**src/design/gwm_pkg.sv**
```systemverilog
// ----------------------------------------------------------------------------
// gwm_pkg
// shared types and constants for the wildcard glob matcher
// ----------------------------------------------------------------------------
`default_nettype none

package gwm_pkg;

    localparam int MAX_PATTERN_DEFAULT = 64;

    localparam logic [7:0] STAR_BYTE  = 8'h2A;
    localparam logic [7:0] QMARK_BYTE = 8'h3F;

    typedef enum logic [1:0] {
        KIND_CLEAR  = 2'd0,
        KIND_APPEND = 2'd1,
        KIND_TEXT   = 2'd2,
        KIND_END    = 2'd3
    } kind_t;

    typedef enum logic [1:0] {
        ST_IDLE = 2'b01,
        ST_WALK = 2'b10
    } state_t;

    typedef struct packed {
        logic clear;
        logic append;
        logic start;
        logic shift;
        logic rearm;
    } row_ctl_t;

endpackage

`default_nettype wire

```
**src/design/gwm_pattern_mem.sv**
```systemverilog
// ----------------------------------------------------------------------------
// gwm_pattern_mem
// pattern byte store, one write port and one registered read port
// ----------------------------------------------------------------------------
`default_nettype none

module gwm_pattern_mem #(
    parameter int DEPTH = gwm_pkg::MAX_PATTERN_DEFAULT,
    parameter int AW    = (DEPTH > 1) ? $clog2(DEPTH) : 1
) (
    input  wire logic          clk,
    input  wire logic          wr_en,
    input  wire logic [AW-1:0] wr_addr,
    input  wire logic [7:0]    wr_data,
    input  wire logic          rd_en,
    input  wire logic [AW-1:0] rd_addr,
    output logic      [7:0]    rd_data
);

    logic [7:0] mem [DEPTH];

    always_ff @(posedge clk)
    begin
        if (wr_en)
        begin
            mem[wr_addr] <= wr_data;
        end
    end

    always_ff @(posedge clk)
    begin
        if (rd_en)
        begin
            rd_data <= mem[rd_addr];
        end
    end

endmodule

`default_nettype wire

```
**src/design/gwm_match_row.sv**
```systemverilog
// ----------------------------------------------------------------------------
// gwm_match_row
// prefix match row held as a circular shift register, one position per cycle while shift is asserted
// ----------------------------------------------------------------------------
`default_nettype none

module gwm_match_row #(
    parameter int MAX_PATTERN = gwm_pkg::MAX_PATTERN_DEFAULT,
    parameter int LW          = $clog2(MAX_PATTERN + 1)
) (
    input  wire logic              clk,
    input  wire logic              rst_n,
    input  wire gwm_pkg::row_ctl_t ctl,
    input  wire logic [LW-1:0]     len,
    input  wire logic [LW-1:0]     lead_len,
    input  wire logic [LW-1:0]     k,
    input  wire logic [7:0]        append_byte,
    input  wire logic [7:0]        text_byte,
    input  wire logic [7:0]        pat_byte,
    output logic                   last_bit
);

    // bits_reg[i] holds row position i+1
    logic [MAX_PATTERN-1:0] bits_reg;
    logic                   row0_reg;
    logic                   left_old_reg;
    logic                   left_new_reg;
    logic                   last_reg;
    logic                   here_old;
    logic                   here_new;
    logic                   append_bit;

    always_comb
    begin
        here_old   = bits_reg[0];
        append_bit = last_reg && (append_byte == gwm_pkg::STAR_BYTE);
        if (k > len)
        begin
            here_new = here_old;
        end
        else if (pat_byte == gwm_pkg::STAR_BYTE)
        begin
            here_new = left_new_reg | here_old;
        end
        else if ((pat_byte == gwm_pkg::QMARK_BYTE) || (pat_byte == text_byte))
        begin
            here_new = left_old_reg;
        end
        else
        begin
            here_new = 1'b0;
        end
    end

    always_ff @(posedge clk or negedge rst_n)
    begin
        if (!rst_n)
        begin
            bits_reg     <= '0;
            row0_reg     <= 1'b1;
            left_old_reg <= 1'b0;
            left_new_reg <= 1'b0;
            last_reg     <= 1'b1;
        end
        else
        begin
            if (ctl.clear)
            begin
                row0_reg <= 1'b1;
                last_reg <= 1'b1;
            end
            if (ctl.append)
            begin
                for (int i = 0; i < MAX_PATTERN; i++)
                begin
                    if (len == LW'(i))
                    begin
                        bits_reg[i] <= append_bit;
                    end
                end
                last_reg <= append_bit;
            end
            if (ctl.start)
            begin
                left_old_reg <= row0_reg;
                left_new_reg <= 1'b0;
                row0_reg     <= 1'b0;
                if (len == '0)
                begin
                    last_reg <= 1'b0;
                end
            end
            if (ctl.shift)
            begin
                bits_reg     <= {here_new, bits_reg[MAX_PATTERN-1:1]};
                left_old_reg <= here_old;
                left_new_reg <= here_new;
                if (k == len)
                begin
                    last_reg <= here_new;
                end
            end
            if (ctl.rearm)
            begin
                // prefix matches empty text only while it is all stars
                for (int i = 0; i < MAX_PATTERN; i++)
                begin
                    bits_reg[i] <= (lead_len > LW'(i));
                end
                row0_reg <= 1'b1;
                last_reg <= (lead_len == len);
            end
        end
    end

    assign last_bit = last_reg;

endmodule

`default_nettype wire

```
**src/design/wildcard_glob_matcher_unit.sv**
```systemverilog
// ----------------------------------------------------------------------------
// wildcard_glob_matcher_unit
// glob matcher with '?' and '*' over a stored pattern and a byte text stream
//
// item channel (item_valid / item_stall) carries kind and char_value:
// clear pattern, append pattern byte, text byte, end of text. a transaction
// is taken on a rising edge with valid high and stall low.
// clear, append and end of text complete when taken, leaving the unit idle. a
// text byte is taken, then the item side stalls while the match row shifts
// past every pattern position, read through the pattern store read port.
// the result channel (result_valid / result_stall) carries matched and
// pattern_overflow; end of text loads the output register, so the result
// shows in the cycle after the end of text transaction.
// a stalled result holds; while it waits, other kinds are still taken and
// only a further end of text is held off.
// reset empties the pattern, clears the overflow flag and arms the row for
// empty text; the pattern store itself is not cleared.
// ----------------------------------------------------------------------------
`default_nettype none

module wildcard_glob_matcher_unit #(
    parameter int MAX_PATTERN = gwm_pkg::MAX_PATTERN_DEFAULT
) (
    input  wire logic       clk,
    input  wire logic       rst_n,
    input  wire logic       item_valid,
    output logic            item_stall,
    input  wire logic [1:0] kind,
    input  wire logic [7:0] char_value,
    output logic            result_valid,
    input  wire logic       result_stall,
    output logic            matched,
    output logic            pattern_overflow
);

    localparam int LW = $clog2(MAX_PATTERN + 1);
    localparam int AW = (MAX_PATTERN > 1) ? $clog2(MAX_PATTERN) : 1;

    gwm_pkg::state_t   state_reg, state_next;
    gwm_pkg::row_ctl_t row_ctl;
    gwm_pkg::kind_t    kind_in;

    logic [LW-1:0] len_reg, len_next;
    logic [LW-1:0] lead_reg, lead_next;
    logic [LW-1:0] k_reg, k_next;
    logic          ovf_reg, ovf_next;
    logic [7:0]    text_reg, text_next;
    logic          res_valid_reg, res_valid_next;
    logic          matched_reg, matched_next;
    logic          res_ovf_reg, res_ovf_next;

    logic          accept;
    logic          mem_wr_en;
    logic          mem_rd_en;
    logic [AW-1:0] mem_rd_addr;
    logic [7:0]    pat_byte;
    logic          last_bit;

    assign kind_in    = gwm_pkg::kind_t'(kind);
    assign item_stall = (state_reg != gwm_pkg::ST_IDLE) ||
                        ((kind_in == gwm_pkg::KIND_END) && res_valid_reg && result_stall);
    assign accept     = item_valid && !item_stall;

    always_comb
    begin
        state_next     = state_reg;
        len_next       = len_reg;
        lead_next      = lead_reg;
        k_next         = k_reg;
        ovf_next       = ovf_reg;
        text_next      = text_reg;
        res_valid_next = res_valid_reg;
        matched_next   = matched_reg;
        res_ovf_next   = res_ovf_reg;
        row_ctl        = '0;
        mem_wr_en      = 1'b0;
        mem_rd_en      = 1'b0;
        mem_rd_addr    = '0;

        if (res_valid_reg && !result_stall)
        begin
            res_valid_next = 1'b0;
        end

        unique case (state_reg)
            gwm_pkg::ST_IDLE:
            begin
                if (accept)
                begin
                    unique case (kind_in)
                        gwm_pkg::KIND_CLEAR:
                        begin
                            len_next      = '0;
                            lead_next     = '0;
                            ovf_next      = 1'b0;
                            row_ctl.clear = 1'b1;
                        end
                        gwm_pkg::KIND_APPEND:
                        begin
                            if (len_reg == LW'(MAX_PATTERN))
                            begin
                                ovf_next = 1'b1;
                            end
                            else
                            begin
                                mem_wr_en      = 1'b1;
                                row_ctl.append = 1'b1;
                                len_next       = len_reg + 1'b1;
                                if ((lead_reg == len_reg) &&
                                    (char_value == gwm_pkg::STAR_BYTE))
                                begin
                                    lead_next = lead_reg + 1'b1;
                                end
                            end
                        end
                        gwm_pkg::KIND_TEXT:
                        begin
                            text_next     = char_value;
                            row_ctl.start = 1'b1;
                            mem_rd_en     = 1'b1;
                            k_next        = LW'(1);
                            state_next    = gwm_pkg::ST_WALK;
                        end
                        gwm_pkg::KIND_END:
                        begin
                            res_valid_next = 1'b1;
                            matched_next   = last_bit;
                            res_ovf_next   = ovf_reg;
                            row_ctl.rearm  = 1'b1;
                        end
                    endcase
                end
            end
            gwm_pkg::ST_WALK:
            begin
                row_ctl.shift = 1'b1;
                if (k_reg < LW'(MAX_PATTERN))
                begin
                    mem_rd_en   = 1'b1;
                    mem_rd_addr = k_reg[AW-1:0];
                end
                k_next = k_reg + 1'b1;
                if (k_reg == LW'(MAX_PATTERN))
                begin
                    state_next = gwm_pkg::ST_IDLE;
                end
            end
            default:
            begin
                state_next = gwm_pkg::ST_IDLE;
            end
        endcase
    end

    always_ff @(posedge clk or negedge rst_n)
    begin
        if (!rst_n)
        begin
            state_reg     <= gwm_pkg::ST_IDLE;
            len_reg       <= '0;
            lead_reg      <= '0;
            k_reg         <= '0;
            ovf_reg       <= 1'b0;
            res_valid_reg <= 1'b0;
        end
        else
        begin
            state_reg     <= state_next;
            len_reg       <= len_next;
            lead_reg      <= lead_next;
            k_reg         <= k_next;
            ovf_reg       <= ovf_next;
            res_valid_reg <= res_valid_next;
        end
    end

    always_ff @(posedge clk)
    begin
        text_reg    <= text_next;
        matched_reg <= matched_next;
        res_ovf_reg <= res_ovf_next;
    end

    gwm_pattern_mem #(
        .DEPTH (MAX_PATTERN),
        .AW    (AW)
    ) u_mem (
        .clk     (clk),
        .wr_en   (mem_wr_en),
        .wr_addr (len_reg[AW-1:0]),
        .wr_data (char_value),
        .rd_en   (mem_rd_en),
        .rd_addr (mem_rd_addr),
        .rd_data (pat_byte)
    );

    gwm_match_row #(
        .MAX_PATTERN (MAX_PATTERN),
        .LW          (LW)
    ) u_row (
        .clk         (clk),
        .rst_n       (rst_n),
        .ctl         (row_ctl),
        .len         (len_reg),
        .lead_len    (lead_reg),
        .k           (k_reg),
        .append_byte (char_value),
        .text_byte   (text_reg),
        .pat_byte    (pat_byte),
        .last_bit    (last_bit)
    );

    assign result_valid     = res_valid_reg;
    assign matched          = matched_reg;
    assign pattern_overflow = res_ovf_reg;

endmodule

`default_nettype wire

```
**config.mk**
```make
export PLATFORM = sky130hd
export DESIGN_NAME = wildcard_glob_matcher_unit
export DESIGN_NICKNAME = d
export VERILOG_FILES = /design/src/design/gwm_pkg.sv /design/src/design/gwm_pattern_mem.sv /design/src/design/gwm_match_row.sv /design/src/design/wildcard_glob_matcher_unit.sv
export SDC_FILE = /design/constraint.sdc
export NUM_CORES = 1
export LEC_CHECK = 0
export ABC_AREA = 1
export BUFFER_PORTS_ARGS = -buffer_cell sky130_fd_sc_hd__buf_4
export CAP_MARGIN = 10
export CORE_UTILIZATION = 60
export DETAILED_ROUTE_END_ITERATION = 10
export HOLD_SLACK_MARGIN = 0.03
export PLACE_DENSITY = 0.76
export SETUP_SLACK_MARGIN = 0.5
export SYNTH_ARGS = -nofsm -noshare
export SYNTH_HDL_FRONTEND = slang
export SYNTH_SLANG_ARGS = --single-unit
export TNS_END_PERCENT = 10
```
**constraint.sdc**
```tcl
create_clock -name clk -period 3.79 [get_ports clk]
set_input_delay 0.379 -clock clk [delete_from_list [all_inputs] [get_ports clk]]
set_output_delay 0.379 -clock clk [all_outputs]
set_load 0.005 [all_outputs]
```
# Yosys cells after proc, flatten, opt, wreduce, memory -nomap -nowiden
# Memories as Yosys holds them, arrays and structs flattened. A register that Yosys moved wholly into a read port is not among the register bits.
# Index checks and enable logic that the tools add are counted.
totals:
  ff_bits: 103
  inputBits: 14
  n_memories: 1
  ram_bits: 512
op_classes:
  eq_ne: 83
  n_mux: 121
  reduce_logical: 152
  order_cmp: 66
  addsub: 3
  bitwise: 1
mem_list:
  columns: ["name", "words", "width", "read_ports", "rd_clocked_by_memory_dff", "write_ports", "line_no", "text"]
  rows:
  - ["u_mem.mem", 64, 8, 1, 1, 1, "gwm_pattern_mem.sv:20", "logic [7:0] mem [DEPTH];"]
op_table:
  columns: ["op", "n"]
  rows:
  - ["7-bit by 6-bit == test with 1-bit output, second input constant", 32]
  - ["7-bit by 6-bit > comparator with 1-bit output, second input constant", 32]
  - ["3-bit nonzero test", 66]
  - ["64-bit two-way mux", 3]
  - ["2-bit AND reduction", 64]
  - ["7-bit by 5-bit == test with 1-bit output, second input constant", 16]
  - ["7-bit by 5-bit > comparator with 1-bit output, second input constant", 16]
  - ["1-bit two-way mux", 100]
  - ["7-bit by 4-bit == test with 1-bit output, second input constant", 8]
  - ["7-bit by 4-bit > comparator with 1-bit output, second input constant", 8]
  - ["7-bit one-hot mux with 2 select lines", 3]
  - ["7-bit two-way mux", 5]
  - ["7-bit by 3-bit == test with 1-bit output, second input constant", 4]
  - ["7-bit by 3-bit > comparator with 1-bit output, second input constant", 4]
  - ["8-bit by 6-bit == test with 1-bit output, second input constant", 3]
  - ["7-bit by 1-bit adder with 7-bit output, second input constant", 3]
  - ["7-bit by 2-bit == test with 1-bit output, second input constant", 2]
  - ["7-bit == test", 2]
  - ["7-bit == test, second input constant", 2]
  - ["7-bit by 1-bit > comparator with 1-bit output, second input constant", 2]
  - ["7-bit by 2-bit > comparator with 1-bit output, second input constant", 2]
  - ["6-bit two-way mux", 2]
  - ["3-bit AND reduction", 4]
  - ["2-bit != test, second input constant", 5]
  - ["20 further kinds", 38]

# Logic depth before layout (Yosys ltp)
# Gate-level depths: netlist of the first run.
logic_depth:
  depth_word: 15
  ltp_mapped: 14
  ltp_nobuf: 13

# Cells and area by module
# Synthesis of the first run repeated with hierarchy kept, for this count alone.
hier_totals:
  hier_cells: 2894
  area_unflattened_um2: 28567.4
by_module_without_submodules:
  columns: ["module", "area_per_inst_um2", "n_inst", "cells_per_inst", "seq_area_each_um2"]
  rows:
  - ["gwm_pattern_mem", 21371.7, 1, 1822, 15615.0]
  - ["gwm_match_row", 5093.6, 1, 798, 1704.1]
  - ["wildcard_glob_matcher_unit", 2102.0, 1, 274, 927.1]

# Worst setup path after synthesis of the first run
# OpenSTA, ideal clock, no wires.
synth_path:
  path_kind: "reg2reg"
  from: "register len_reg[0]"
  to: "memory u_mem.mem[35][0], enable pin"
  setup_time_ps: 395
  required_ps: 3395
  path_buffers: 1
  stages_incl_launch_ff: 7
  path_slack_ps: 1062
  synth_period_minus_slack_ps: 2728
  t_arrival_ps: 2333
  cell_sequence: "dfrtp_1 clkinv_1 ha_1 nand4_1 nand3_2 buf_2 nor4_1"
synth_via:
  elab_chain_cells: 7
synth_lines:
  columns: ["element", "line_no", "text"]
  rows:
  - ["start, declared", "wildcard_glob_matcher_unit.sv:43", "logic [LW-1:0] len_reg, len_next;"]
  - ["start signal, assigned", "wildcard_glob_matcher_unit.sv:169", "len_reg <= len_next;"]
  - ["7-bit == test", "wildcard_glob_matcher_unit.sv:100", "if (len_reg == LW'(MAX_PATTERN))"]
  - ["1-bit two-way mux", "wildcard_glob_matcher_unit.sv:100", null]
  - ["1-bit two-way mux", "wildcard_glob_matcher_unit.sv:90", "unique case (kind_in)"]
  - ["1-bit two-way mux", "wildcard_glob_matcher_unit.sv:88", "if (accept)"]
  - ["1-bit two-way mux", "wildcard_glob_matcher_unit.sv:85", "unique case (state_reg)"]
  - ["1-bit two-way mux", "gwm_pattern_mem.sv:24", "if (wr_en)"]
  - ["1-bit two-way mux (implied by the code)", "gwm_pattern_mem.sv:26", "mem[wr_addr] <= wr_data;"]
  - ["end, declared", "gwm_pattern_mem.sv:20", null]
# Parallel ways exist; a longest one is shown, timed or not.

# Final worst setup path of the first run
layout_path:
  from: "register len_reg[0]"
  to: "memory u_mem.mem[39][3], enable pin"
# Same word-level chain as after synthesis.

==> impl_metrics.yaml, run 1 <==
cts:
  cts_tree: "yes"
  postCtsSetupBuffers: 0
  clk_pin_slew_ns: 0.06
  clock-sinks: 623
  cts_buffers: 61
  cts-root-buf: "clkbuf_16"
  clk_latency_ns: 0.63
  htree_levels: 2
  clk_path_buf_depth: 3
global_routing:
  grt_use_total: 0.317
  grt_pass1_wl_mm: 119
  overflow: 0
  grt_max_degree: 157
  antenna_found_initial: 0
  grt_pass1_vias: 20900
placement:
  placed_cells: 3491
  place_congestion: 0.978
  io_buffers: 17
  dpl-instance-area_mm2: 0.0297
  dp_hpwl_mm: 47.8
yosys:
  synth_cells: 2962
  syn-cell-area_mm2: 0.0290
  synth_edf_count: 530
  synth_ff_type: "edfxtp_1"
  yosysSeqAreaShare: 0.630
  ys_warn_count: 0
  synthesis.nets: 2995
  syn_area_per_cell_um2: 9.78
  ys_seq_elements: 623
  ys_types: 45
  ys_async_sr_fraction: 0.149
timing:
  drv_slew: 0
  skew_ns: 0.0181
  max_freq_mhz: 308
  fin_tns_setup_ns: 0
  worst_slew_pin_slew_ns: 1.10
  fin_crit_sh: 0.856
  period_minus_slack_ns: 3.25
  rsz0062_at_grt: "true"
  maxSlewHeadroom: 0.265
  setup_viol_count_final: 0
  hold_viol: 0
cells_and_area:
  largest_register_ffs: 512
  area_growth_pct: 9.28
  drive_gt1_frac: 0.0733
  final_cells: 3604
  final_common_cell: "nand2_1"
  final_area_mm2: 0.0316
  fin_nets: 2974
  final_util: 0.664
  num_antenna_cells: 0
  final_cell_mix: "nand2_1 (687), edfxtp_1 (530), nand3_1 (371)"
  fillCellCount: 3634
detailed_routing:
  drcViolationCount: 0
  first_iter_violations: 2696
  firstDrtPassIters: 5
  wirelength_mm: 77.3
  via_per_inst: 6.02
  drtAntennaViolNets: 0
  route.vias.total: 21700
  wire_per_inst_um: 21.5
setup_path:
  cp_data_arrival_time_ns: 3.51
  critPathRequiredTime_ns: 4.05
  worstRegToRegCells: 7
  crit_type: "reg -> reg"
  worst_setup_path_end_kind: "flip-flop"
  rr_startpoint: "len_reg[0]"
  crit_path_start_kind: "flip-flop"
  cpPeakStageDelay_ns: 0.66
  crit_fanout: 16
  slowest_stage: "nor2_1"
  crit_start: "len_reg[0]"
  crit_chain: "clkinv_1 > ha_1 > nand4_1 > nand3_2 > inv_2 > nand3_1 > nor2_1"
pwr:
  irDropWorstVdd_uv: 356
  p_leak_nw: 12.8
  powerDensity_mw_per_mm2: 559
  power_mw: 17.7
floorplanning:
  rows: 80
  die_w_um: 222
  initial_core_util: 0.608
  io_pins: 18
  die-height_um: 222
  fp.dieArea_mm2: 0.0491
  fp.coreArea_mm2: 0.0476
worst_hold_path:
  hold_start: "char_value[4]"
  holdCritPathClass: "in -> reg"
  worstHoldPathCells: 1
run:
  timing.max_cap.violations: 0
status:
  status: "completed"
-- Yosys cell counts, types with 12 or more instances --
library cell / number / area (um^2)
a21oi_1: 70 / 350
a22oi_1: 15 / 113
buf_2: 73 / 365
clkbuf_1: 61 / 229
dfrtp_1: 90 / 2250
edfxtp_1: 530 / 15900
ha_1: 19 / 238
inv_1: 363 / 1360
inv_2: 13 / 48.8
nand2_1: 687 / 2580
nand3_1: 372 / 1860
nor2_1: 226 / 848
nor2_2: 12 / 75.1
nor3_1: 15 / 75.1
o211ai_1: 105 / 788
o21ai_0: 138 / 691
o21ai_1: 64 / 320
or2_2: 25 / 156
-- final cells by class --
type	instances	area, um^2	area share
Timing Repair Buffer	66	638	0.0202
Tap cell	615	769	0.0243
Multi-Input combinational cell	1812	8660	0.274
Clock inverter	33	284	0.00898
Inverter	377	1420	0.0447
Sequential cell	623	18200	0.577
Clock buffer	78	1630	0.0516
-- cell families after synthesis --
logic type               synth area share
flip-flops                          0.630
AND/OR/NAND/NOR                     0.200
XOR/XNOR                          0.00272
AO/OA/AOI/OAI                      0.0857
buffers and inverters              0.0728
adder cells (fa/ha/maj)           0.00821
-- per-stage QoR --
step,hold slack (ns),setup slack [ns]
3_5_place_dp,0.457,0.453
6_report,0.166,0.545
4_1_cts,0.156,0.422
3_3_place_gp,0.466,0.605
2_1_floorplan,0.0834,1.06
5_1_grt,0.163,0.345
-- report_power, final --
part / leakage, nW / internal, mW / total [mW] / switching [mW]
clock network: 0.928 / 3.35 / 5.86 / 2.51
registers: 6.02 / 7.81 / 8.10 / 0.295
logic: 5.83 / 1.06 / 3.72 / 2.67
-- metal layers --
metal  routed length (um)  vias up  global-route usage  part of all wire
met4                 2980        0               0.138             0.039
met1                31200    10300               0.435              0.40
met5                    0        -                   0                 0
li1                     -     9967                   -                 -
met3                 6860      202              0.0459             0.089
met2                36400     1183               0.508              0.47
-- worst max-delay path: cells and delay by family, from the launching register on --
| kind | cells | cell delay, ns |
|---|---|---|
| buf+inv | 2 | 0.63 |
| fa+ha+maj | 1 | 0.35 |
| simple gates | 4 | 1.36 |
| flops | 1 | 0.53 |
-- worst paths after layout --
check / slack [ns] / to
max: 0.54 / u_mem.mem[39][3]
min: 0.17 / u_mem.mem[21][4]
max reg2reg: 0.54 / u_mem.mem[39][3]
min reg2reg: 0.48 / pattern_overflow
max in group asynchronous: 2.50 / u_row.bits_reg[15]
min in group asynchronous: 0.47 / k_reg[0]
-- what timing repair did --
| item | CTS | global route |
|---|---|---|
| gates resized for setup | 0 | 8 |
| hold buffers | 2 | 0 |
| hold endpoints to repair | 77 | 0 |
| endpoints found under the setup margin | 56 | 280 |
(Power assumes the default switching activity.)
==> inputs of run 2 (changes only) <==
--- a/config.mk
+++ b/config.mk
@@ -15,5 +15,6 @@
 export SETUP_SLACK_MARGIN = 0.5
 export SYNTH_ARGS = -nofsm -noshare
 export SYNTH_HDL_FRONTEND = slang
+export SYNTH_HIERARCHICAL = 1
 export SYNTH_SLANG_ARGS = --single-unit
 export TNS_END_PERCENT = 10
==> run 2 against run 1 <==
  * Flip-flop and latch count is the same
  * Hold slack lost 0.12 ns
  * Clock power grew 8.4%
  * Clock skew grew 0.026 ns
  * Fmax grew 4.0%
  * Critical path depth grew 6
  * Non-clock buffer count shrank 2
  * Largest cell class unchanged
==> impl_metrics.yaml, run 2 <==
pwr:
  seqPwrFrac: 0.422
  p_clk_frac: 0.325
  combinationalPowerShare: 0.253
  powerDensity_mw_per_mm2: 627
  power_switching_mw: 6.48
  p_int_mw: 13.1
  irDropWorstVdd_uv: 1070
  p_sw_frac: 0.331
  p_leak_nw: 11.8
  power_mw: 19.6
yosys:
  syn-cell-area_mm2: 0.0286
  syn_area_per_cell_um2: 9.87
  yosys-top-cells-count: "nand2_1 (936), edfxtp_1 (530), nand3_1 (470)"
  synth_most_common_cell: "nand2_1"
  synth_ff_type: "edfxtp_1"
  yosysSeqAreaShare: 0.639
  ys_warn_count: 6
  ys_async_sr_fraction: 0.149
  ys_seq_elements: 623
  synth_edf_count: 530
  synth_cells: 2894
  synth_top_area_frac: 0.557
  synth_top_area_cell: "edfxtp_1"
  ys_types: 49
  synthesis.nets: 2922
  ys_top_cells_by_area: "edfxtp_1 (56%), nand2_1 (12%), nand3_1 (8.2%)"
timing:
  maxSlewHeadroom: 0.202
  drv_slew: 0
  worst_slew_pin_slew_ns: 1.20
  fin_tns_setup_ns: 0
  fin_crit_sh: 0.823
  skew_ns: 0.0444
  max_freq_mhz: 320
  period_minus_slack_ns: 3.12
  hold_viol: 0
  setup_viol_count_final: 0
  rsz0062_at_grt: "false"
setup_path:
  crit_type: "reg -> reg"
  critPathRequiredTime_ns: 4.19
  cp_data_arrival_time_ns: 3.52
  rr_startpoint: "state_reg[0]"
  crit_path_start_kind: "flip-flop"
  crit_fanout: 202
  r2r_slack_ns: 0.67
  worstRegToRegCells: 13
  worst_setup_path_end_kind: "flip-flop"
  r2r-end: "u_mem/rd_data[3]"
worst_hold_path:
  worstHoldPathCells: 1
  holdCritPathClass: "in -> reg"
  min_to: "u_mem/mem[28][0]"
  hold_start: "char_value[0]"
detailed_routing:
  firstDrtPassIters: 6
  drcViolationCount: 0
  drtAntennaViolNets: 0
  via_per_inst: 6.21
  wire_per_inst_um: 21.4
  route.vias.total: 21900
  first_iter_violations: 3167
  wirelength_mm: 75.6
status:
  status: "completed"
cts:
  clk_latency_ns: 0.67
  postCtsSetupBuffers: 0
  htree_levels: 2
  clk_path_buf_depth: 3
  clock-sinks: 623
  cts-root-buf: "clkbuf_16"
  clk_pin_slew_ns: 0.07
  cts_buffers: 60
  cts_tree: "yes"
cells_and_area:
  final_common_cell: "nand2_1"
  drive_gt1_frac: 0.0760
  final_cells: 3527
  final_area_mm2: 0.0312
  num_antenna_cells: 0
  ff_latch_area_mm2: 0.0182
  multi_input_area_mm2: 0.00891
  fillCellCount: 3572
  area_growth_pct: 9.09
  final_cell_mix: "nand2_1 (935), edfxtp_1 (530), nand3_1 (470)"
  fin_nets: 2896
  largest_register_ffs: 512
run:
  timing.max_cap.violations: 0
floorplanning:
  fp.dieArea_mm2: 0.0485
  io_pins: 18
  initial_core_util: 0.611
  fp.coreArea_mm2: 0.0468
  die_w_um: 220
  die-height_um: 220
  rows: 79
placement:
  io_buffers: 17
  dp_hpwl_mm: 46.3
  place_congestion: 0.988
  placed_cells: 3410
  dpl-instance-area_mm2: 0.0290
global_routing:
  overflow: 0
  antenna_found_initial: 0
  grt_pass1_wl_mm: 116
  grt_max_degree: 203
  grt_use_total: 0.317
  grt_pass1_vias: 20300
==> run 2: changes by cell type in the layout (fill, tap and decap cells not counted), moves of 9 or more <==
cell,delta
o211ai_1,-101
nor2_1,-33
a22oi_1,-15
o21ai_0,-61
nand3_1,+99
o21ai_1,-40
a21oi_1,+76
inv_1,-240
clkinv_1,-12
nand2_1,+248
nor2_2,-9
or2_2,-23
a31oi_1,+17
==> run 2: what timing repair did <==
action,in CTS,in global routing
endpoints found under the hold margin,80,0
setup endpoints to repair,0,8
gates resized for setup,0,1
hold buffers,3,0
==> run 2: cell type report <==
class	count	share of cell area
clock inverter	45	0.0182
inverter	142	0.0174
sequential	623	0.585
clock buffer	69	0.0502
timing repair buffer	64	0.0185
tap	607	0.0244
multi-input combinational	1977	0.286
==> run 2: through the flow <==
step	setup WS, ns	util	hold slack (ns)
2_1_floorplan	0.920	-	0.0834
3_3_place_gp	0.837	0.620	0.440
3_5_place_dp	0.747	0.620	0.443
4_1_cts	0.728	0.667	0.0375
5_1_grt	0.509	0.667	0.0617
6_report	0.669	0.667	0.0479
==> run 2: cells by family (layout without fill, tap and decap cells) <==
group | after synthesis | in the layout | share of synthesized area
and+or+nand+nor | 1655 | 1655 | 0.244
DFF | 623 | 623 | 0.639
AOI/OAI and AO/OA | 296 | 296 | 0.0565
buffers and inverters | 294 | 320 | 0.0507
adders and majority gates | 14 | 14 | 0.00613
xor gates and xnor gates | 11 | 11 | 0.00337
muxes | 1 | 1 | 0.000394
==> run 2: per-layer routing <==
metal  vias to the layer above  share of wire  GRT usage  wire, um
li1                       9864              -          -         -
met1                     10400           0.40      0.458     30100
met2                      1388           0.45      0.481     34200
met3                       210           0.11     0.0532      8230
met4                         0          0.040      0.130      3030
met5                         -              0          0         0
==> run 2: power by group through the flow <==
stage	sequential, mW	combinational, mW	clock, mW
after floorplan	8.31	3.64	0
after global placement	8.36	4.70	0
after detailed placement	8.38	4.81	0
after CTS	8.24	4.84	6.40
after global routing	8.30	5.46	6.66
final	8.26	4.94	6.35
==> run 2: worst max-delay path, stage by stage, from the launching register on <==
cell and delay [ns]:
dfstp_2 0.55, inv_1 0.05, ha_2 0.17, nand2_1 0.33, nor2_4 0.11, buf_12 0.22
nand2_1 0.22, nand3_1 0.11, nand3_1 0.13, nand2_1 0.10, nand2_1 0.08, nand3_1 0.12
nand3_1 0.20, nand2_1 0.08
==> run 2: how the worst max path moves through the flow <==
stage	startpoint	end	slack [ns]	cells past startpoint
final	state_reg[0]	u_mem/rd_data[3]	0.67	13
after global routing	len_reg[1]	u_mem/mem[40][2]	0.51	7
after CTS	state_reg[0]	u_mem/rd_data[3]	0.73	14
after detailed placement	len_reg[1]	u_mem/mem[1][2]	0.75	7
after global placement	state_reg[0]	u_mem/rd_data[6]	0.84	14
after floorplan	len_reg[0]	u_mem/mem[61][0]	0.92	8
